File: config.mk
export PLATFORM = sky130hd
export DESIGN_NAME = lattice_coeff_sampler_top
export DESIGN_NICKNAME = d
export VERILOG_FILES = /design/src/hdl/lcs_pkg.sv /design/src/hdl/lattice_coeff_sampler_top.sv
export SDC_FILE = /design/constraint.sdc
export NUM_CORES = 1
export LEC_CHECK = 0
export ABC_AREA = 0
export BUFFER_PORTS_ARGS = -buffer_cell sky130_fd_sc_hd__clkbuf_2
export CAP_MARGIN = 20
export CELL_PAD_IN_SITES_DETAIL_PLACEMENT = 1
export CELL_PAD_IN_SITES_GLOBAL_PLACEMENT = 2
export CORE_ASPECT_RATIO = 1.4
export CORE_MARGIN = 8
export CORE_UTILIZATION = 37
export CTS_BUF_LIST = sky130_fd_sc_hd__clkbuf_4
export DETAILED_ROUTE_END_ITERATION = 6
export PLACE_DENSITY = 0.86
export SLEW_MARGIN = 20
export SYNTH_ARGS = -nofsm -noshare
export SYNTH_HDL_FRONTEND = slang
export SYNTH_SLANG_ARGS = --single-unit
File: constraint.sdc
create_clock -name i_clk -period 5 [get_ports i_clk]
set_clock_uncertainty 0.2 [all_clocks]
set_input_delay 0.75 -clock i_clk [delete_from_list [all_inputs] [get_ports i_clk]]
set_output_delay 0.75 -clock i_clk [all_outputs]
set_load 0.02 [all_outputs]
File: src/hdl/lcs_pkg.sv
package lcs_pkg;

    // field and register widths
    localparam int BYTE_W     = 8;
    localparam int WORD_W     = 16;
    localparam int COEFF_W    = 12;
    localparam int COUNT_W    = 13;
    localparam int EMIT_W     = 12;
    localparam int CFG_IDX_W  = 1;
    localparam int CFG_DATA_W = 13;

    // table sizes
    localparam int BYTE_VALUES = 256;
    localparam int CBD_VALUES  = 9;
    localparam int CBD_IDX_W   = 4;
    localparam int CBD_OFFSET  = 4;

    // defaults
    localparam int unsigned          DEF_MODULUS_Q   = 3329;
    localparam logic [COUNT_W-1:0]   DEF_COEFF_COUNT = 13'd256;

    // register indexes
    localparam logic [CFG_IDX_W-1:0] REG_SAMPLE_MODE = 1'b0;
    localparam logic [CFG_IDX_W-1:0] REG_COEFF_COUNT = 1'b1;

    // sample modes
    localparam logic MODE_BINOMIAL = 1'b0;
    localparam logic MODE_UNIFORM  = 1'b1;

    typedef logic [WORD_W-1:0] t_mod;
    typedef t_mod t_mod_tab [BYTE_VALUES];
    typedef t_mod t_cbd_tab [CBD_VALUES];

endpackage

File: src/hdl/lattice_coeff_sampler_top.sv
// channel   | handshake           | payload
// ----------+---------------------+------------------------------
// input     | i_valid / o_ready   | i_rand_byte (8)
// output    | o_valid / i_ready   | o_coeff (12), o_last_coeff (1)
// config    | i_cfg_we            | i_cfg_idx (1), i_cfg_data (13)
//
// one byte is taken every cycle while o_ready is high; a result appears in the cycle after the byte
// that causes it, in the single result register
// binomial mode gives a coefficient per byte, uniform mode one per accepted
// byte pair (none for a first byte or a rejected word)
// reset (synchronous, active low) restores mode uniform, count 256, clears
// the held half word and the coefficient counter
// o_ready drops only while a result waits and i_ready is low
module lattice_coeff_sampler_top #(
    parameter int unsigned MODULUS_Q = lcs_pkg::DEF_MODULUS_Q
) (
    input  logic                            i_clk,
    input  logic                            i_rst_n,

    input  logic                            i_valid,
    output logic                            o_ready,
    input  logic [lcs_pkg::BYTE_W-1:0]      i_rand_byte,

    output logic                            o_valid,
    input  logic                            i_ready,
    output logic [lcs_pkg::COEFF_W-1:0]     o_coeff,
    output logic                            o_last_coeff,

    input  logic                            i_cfg_we,
    input  logic [lcs_pkg::CFG_IDX_W-1:0]   i_cfg_idx,
    input  logic [lcs_pkg::CFG_DATA_W-1:0]  i_cfg_data
);

    import lcs_pkg::*;

    // largest multiple of q that fits in 16 bits
    localparam int unsigned LIMIT = 65535 - (65535 % MODULUS_Q);

    // (hi * 256) mod q, looked up when the first byte of a pair arrives
    function automatic t_mod_tab build_hi_tab();
        t_mod_tab tab;
        for (int i = 0; i < BYTE_VALUES; i++) begin
            tab[i] = t_mod'((i * 256) % MODULUS_Q);
        end
        return tab;
    endfunction

    // lo mod q
    function automatic t_mod_tab build_lo_tab();
        t_mod_tab tab;
        for (int i = 0; i < BYTE_VALUES; i++) begin
            tab[i] = t_mod'(i % MODULUS_Q);
        end
        return tab;
    endfunction

    // centered difference -4..4 reduced into 0..q-1
    function automatic t_cbd_tab build_cbd_tab();
        t_cbd_tab tab;
        int       m;
        for (int d = -CBD_OFFSET; d <= CBD_OFFSET; d++) begin
            if (d >= 0) begin
                tab[d + CBD_OFFSET] = t_mod'(d % MODULUS_Q);
            end else begin
                m = (-d) % MODULUS_Q;
                tab[d + CBD_OFFSET] = (m == 0) ? '0 : t_mod'(MODULUS_Q - m);
            end
        end
        return tab;
    endfunction

    function automatic logic [2:0] pop4(input logic [3:0] n);
        return {2'b00, n[0]} + {2'b00, n[1]} + {2'b00, n[2]} + {2'b00, n[3]};
    endfunction

    localparam t_mod_tab HI_TAB  = build_hi_tab();
    localparam t_mod_tab LO_TAB  = build_lo_tab();
    localparam t_cbd_tab CBD_TAB = build_cbd_tab();

    // configuration
    logic                   r_sample_mode;
    logic [COUNT_W-1:0]     r_coeff_count;

    // pairing state
    logic                   r_pending;
    logic [BYTE_W-1:0]      r_high_byte;
    t_mod                   r_high_mod;
    logic                   n_pending;

    // polynomial position
    logic [EMIT_W-1:0]      r_emit_cnt;
    logic [EMIT_W-1:0]      n_emit_cnt;

    // result register
    logic                   r_out_valid;
    logic [COEFF_W-1:0]     r_coeff;
    logic                   r_last;

    logic                   take;
    logic                   emit;
    t_mod                   value;
    logic                   last;
    logic [COUNT_W-1:0]     next_cnt;
    logic [CBD_IDX_W-1:0]   cbd_idx;
    logic [WORD_W-1:0]      word;
    logic [WORD_W:0]        mod_sum;
    t_mod                   uni_mod;

    assign o_ready      = !r_out_valid || i_ready;
    assign o_valid      = r_out_valid;
    assign o_coeff      = r_coeff;
    assign o_last_coeff = r_last;

    assign take = i_valid && o_ready;

    // binomial: popcount(high nibble) - popcount(low nibble), offset by four
    assign cbd_idx = CBD_IDX_W'(CBD_OFFSET) + {1'b0, pop4(i_rand_byte[7:4])}
                     - {1'b0, pop4(i_rand_byte[3:0])};

    // uniform: held (hi*256 mod q) plus (lo mod q), one conditional subtract
    assign word    = {r_high_byte, i_rand_byte};
    assign mod_sum = {1'b0, r_high_mod} + {1'b0, LO_TAB[i_rand_byte]};
    assign uni_mod = (mod_sum >= (WORD_W+1)'(MODULUS_Q))
                     ? t_mod'(mod_sum - (WORD_W+1)'(MODULUS_Q))
                     : t_mod'(mod_sum);

    always_comb begin
        emit      = 1'b0;
        value     = '0;
        n_pending = r_pending;
        if (r_sample_mode == MODE_BINOMIAL) begin
            emit  = 1'b1;
            value = CBD_TAB[cbd_idx];
        end else if (!r_pending) begin
            n_pending = 1'b1;
        end else begin
            n_pending = 1'b0;
            // reject words above the largest multiple of q
            emit      = (word <= WORD_W'(LIMIT));
            value     = uni_mod;
        end
    end

    // last flag when the count is reached or the counter tops out
    assign next_cnt   = {1'b0, r_emit_cnt} + COUNT_W'(1);
    assign last       = (next_cnt >= r_coeff_count) || (&r_emit_cnt);
    assign n_emit_cnt = last ? '0 : next_cnt[EMIT_W-1:0];

    always_ff @(posedge i_clk) begin
        if (!i_rst_n) begin
            r_sample_mode <= MODE_UNIFORM;
            r_coeff_count <= DEF_COEFF_COUNT;
            r_pending     <= 1'b0;
            r_high_byte   <= '0;
            r_emit_cnt    <= '0;
            r_out_valid   <= 1'b0;
        end else begin
            if (i_cfg_we) begin
                case (i_cfg_idx)
                    REG_SAMPLE_MODE: begin
                        r_sample_mode <= i_cfg_data[0];
                        r_pending     <= 1'b0;
                    end
                    REG_COEFF_COUNT: begin
                        r_coeff_count <= i_cfg_data;
                    end
                    default: begin
                    end
                endcase
            end else if (take) begin
                r_pending <= n_pending;
            end

            if (take && r_sample_mode == MODE_UNIFORM && !r_pending) begin
                r_high_byte <= i_rand_byte;
            end

            if (take && emit) begin
                r_emit_cnt <= n_emit_cnt;
            end

            if (take && emit) begin
                r_out_valid <= 1'b1;
            end else if (i_ready) begin
                r_out_valid <= 1'b0;
            end
        end
    end

    // payload registers, no reset
    always_ff @(posedge i_clk) begin
        if (take && r_sample_mode == MODE_UNIFORM && !r_pending) begin
            r_high_mod <= HI_TAB[i_rand_byte];
        end
        if (take && emit) begin
            r_coeff <= value[COEFF_W-1:0];
            r_last  <= last;
        end
    end

endmodule
==> summary.md <==
| Metric | Value |
|---|---|
| Fmax | `0.236 GHz` |
| Worst-path fanout max | `4` |
| Area of the multi-input gates | `3950 µm²` |
| Largest net degree at the start of global routing | `68` |
| Cell leakage power | `2.44 nW` |
| Max Cap Viol | `0` |
| Congestion Overflow GR | `0` |
| Post-synth cell types | `66` |
| Routed Antenna Nets | `0` |
| Clock transition at path regs | `0.10 ns` |
| Filler cell count | `1948` |
| Sequential area share after synthesis | `24.5%` |
| CP Class | `input port to register` |
| CTS H-tree lvls | `3` |
| Hold WC Path Type | `register to register` |
| Clock buffer count from CTS | `9` |
| Die Span X | `121 µm` |
| Normalized max-slew margin | `45.5%` |
| CTS tree | `built` |
| Register bit total from synthesis | `59` |
| Crit. End Element | `register` |
| Root Buffer | `clkbuf_4` |
| Tot GR Track Use | `18.7%` |
| Cell count after synthesis | `763` |
| Fin crit share | `84.9%` |
| Count of final hold-check violations | `0` |
| Maximum VDD drop | `0.122 mV` |
| Post-layout util | `40.1%` |
| Slew Limit Fails | `0` |
| Worst path required time | `5.10 ns` |
| Place WS | `0.313 ns` |
| Resized cells post-CTS | `0` |
| Synth area leader | `dfxtp_1` |
| Worst hold slack | `0.273 ns` |
| Share of cells above drive strength 1 | `11.1%` |
| Number of global-route vias before repair | `5954` |
| Final setup TNS | `0 ns` |
| First-pass GRT wire length | `30300 µm` |
| RSZ-0062 raised after global routing | `no` |
| Post-Syn Nets | `837` |
| Postcts setup bufs | `0` |
| Async set or reset register ratio after synthesis | `0%` |
| Post-DP Area | `6070 µm²` |
| Avg Cell Area, Syn | `7.54 µm²` |
| Port bufs | `41` |
| Top-area cell type share of the netlist area | `12.5%` |
| Final worst slack | `0.757 ns` |
| Initial antenna violation count | `1` |
| Die Area | `19800 µm²` |
| Clock sink total | `59` |
| Die height | `163 µm` |
| Drt total wl | `18400 µm` |
| Status | `finished clean` |
| Initial core utilization | `37.3%` |
| Core area | `15400 µm²` |
| Nature of the critical path startpoint | `input port` |
| PwrDens | `225 nW/µm²` |
| Minimum clock period | `4.24 ns` |
| NumNets Final | `842` |
| DRT Pass-1 Iters | `6` |
| 1st-iter DRT viols | `364` |
| Worst path arrival time | `4.34 ns` |
| Area growth, synth to finish | `7.33%` |
| Vias | `5801` |
| Final setup fails | `0` |
| Commonest non-fill, non-tap cell in the layout | `nand2_1` |
| Dpl hpwl | `13400 µm` |
| Sequential Area | `1410 µm²` |
| Placed cells | `953` |
| Most frequent cells in the layout | `106 x nand2_1, 56 x o21ai_0, 56 x a21oi_1, 55 x nor2_1, 42 x ha_1` |
| Top-Level Pins | `42` |
| Design Power | `1.39 mW` |
| Top FF cell, synth | `dfxtp_1` |
| Synth top area cells | `dfxtp_1 13%, edfxtp_1 12%, ha_1 9.1%` |
| Fin area | `6170 µm²` |
| WL/cell | `19.0 µm` |
| Mapped Area | `5750 µm²` |
| Residual DRC count | `0` |
| Yosys warns | `0` |
| Vias per cell | `5.99` |
| Slew of the pin with the lowest slew margin | `0.816 ns` |
| Post-synth EDFFs | `23` |
| Row cnt | `54` |
| Finished Layout Cells | `969` |
| Placer Congestion | `0.858` |
| CTS Hold Buffers Added | `0` |
| Worst skew pair latency | `0.43 ns` |
| Clock Path Buffers | `2` |
-- state kept, by name, indices dropped and copies added (netlist names) --
register	cells
r_high_mod	10
r_emit_cnt	12
o_valid	1
r_pending	1
r_high_byte	8
r_sample_mode	1
o_last_coeff	1
r_coeff_count	13
o_coeff	12
-- cells in the mapped netlist, drive strengths merged, types with 16 or more instances --
cell type and n:
dfxtp 36, clkbuf 51, nor3 16, inv 36, nor2 56, nand3 22
edfxtp 23, ha 42, a21boi 26, o21ai 57, a21oi 56, nand2 106
-- worst max-delay path, cell delays in order --
cell	delay [ns]
clkbuf_2	0.15
fa_1	0.57
fa_1	0.43
fa_1	0.43
inv_1	0.07
ha_1	0.16
inv_1	0.06
fa_1	0.42
xor2_1	0.36
nand2b_1	0.18
nor2_1	0.31
inv_1	0.11
o311ai_0	0.15
a211o_1	0.17
-- area by class of cell --
type / count / share of cell area, %
diodes: 1 / 0.0406
clock buffers: 11 / 1.34
clock inverters: 4 / 0.304
inverters: 39 / 2.37
multi-input cells: 604 / 64.1
flip-flops and latches: 59 / 22.9
well taps: 196 / 3.97
repair buffers: 55 / 5.03
-- routing by layer --
| metal | up-vias | wire length [µm] | GRT usage (%) | share of wire, % |
|---|---|---|---|---|
| met5 | - | 0 | 0 | 0 |
| met2 | 113 | 9270 | 33.8 | 50 |
| met4 | 0 | 662 | 8.95 | 3.6 |
| li1 | 2803 | - | - | - |
| met1 | 2839 | 7850 | 21.2 | 43 |
| met3 | 46 | 597 | 2.35 | 3.2 |
-- report_power, final --
part	internal [mW]	total (mW)	switching [mW]
clock network	0.108	0.290	0.182
registers	0.531	0.547	0.0160
logic	0.202	0.552	0.351
total	0.840	1.39	0.549
-- final timing paths --
kind                                         from                 to  slack, ns  cells after the start
worst min register to register  r_coeff_count[12]  r_coeff_count[12]       0.27                      2
worst max register to register      r_high_mod[0]         o_coeff[1]       1.04                     10
worst max-delay path               i_rand_byte[0]         o_coeff[7]       0.76                     14
worst min-delay path            r_coeff_count[12]  r_coeff_count[12]       0.27                      2
-- cells by family after synthesis --
logic type               synth area share [%]
AO/OA/AOI/OAI                            31.8
AND/OR/NAND/NOR                          20.0
buffers and inverters                    6.68
flip-flops                               24.5
adder cells (fa/ha/maj)                  10.9
XOR/XNOR                                 3.20
multiplexers                             2.85
(Power assumes the default switching activity.)
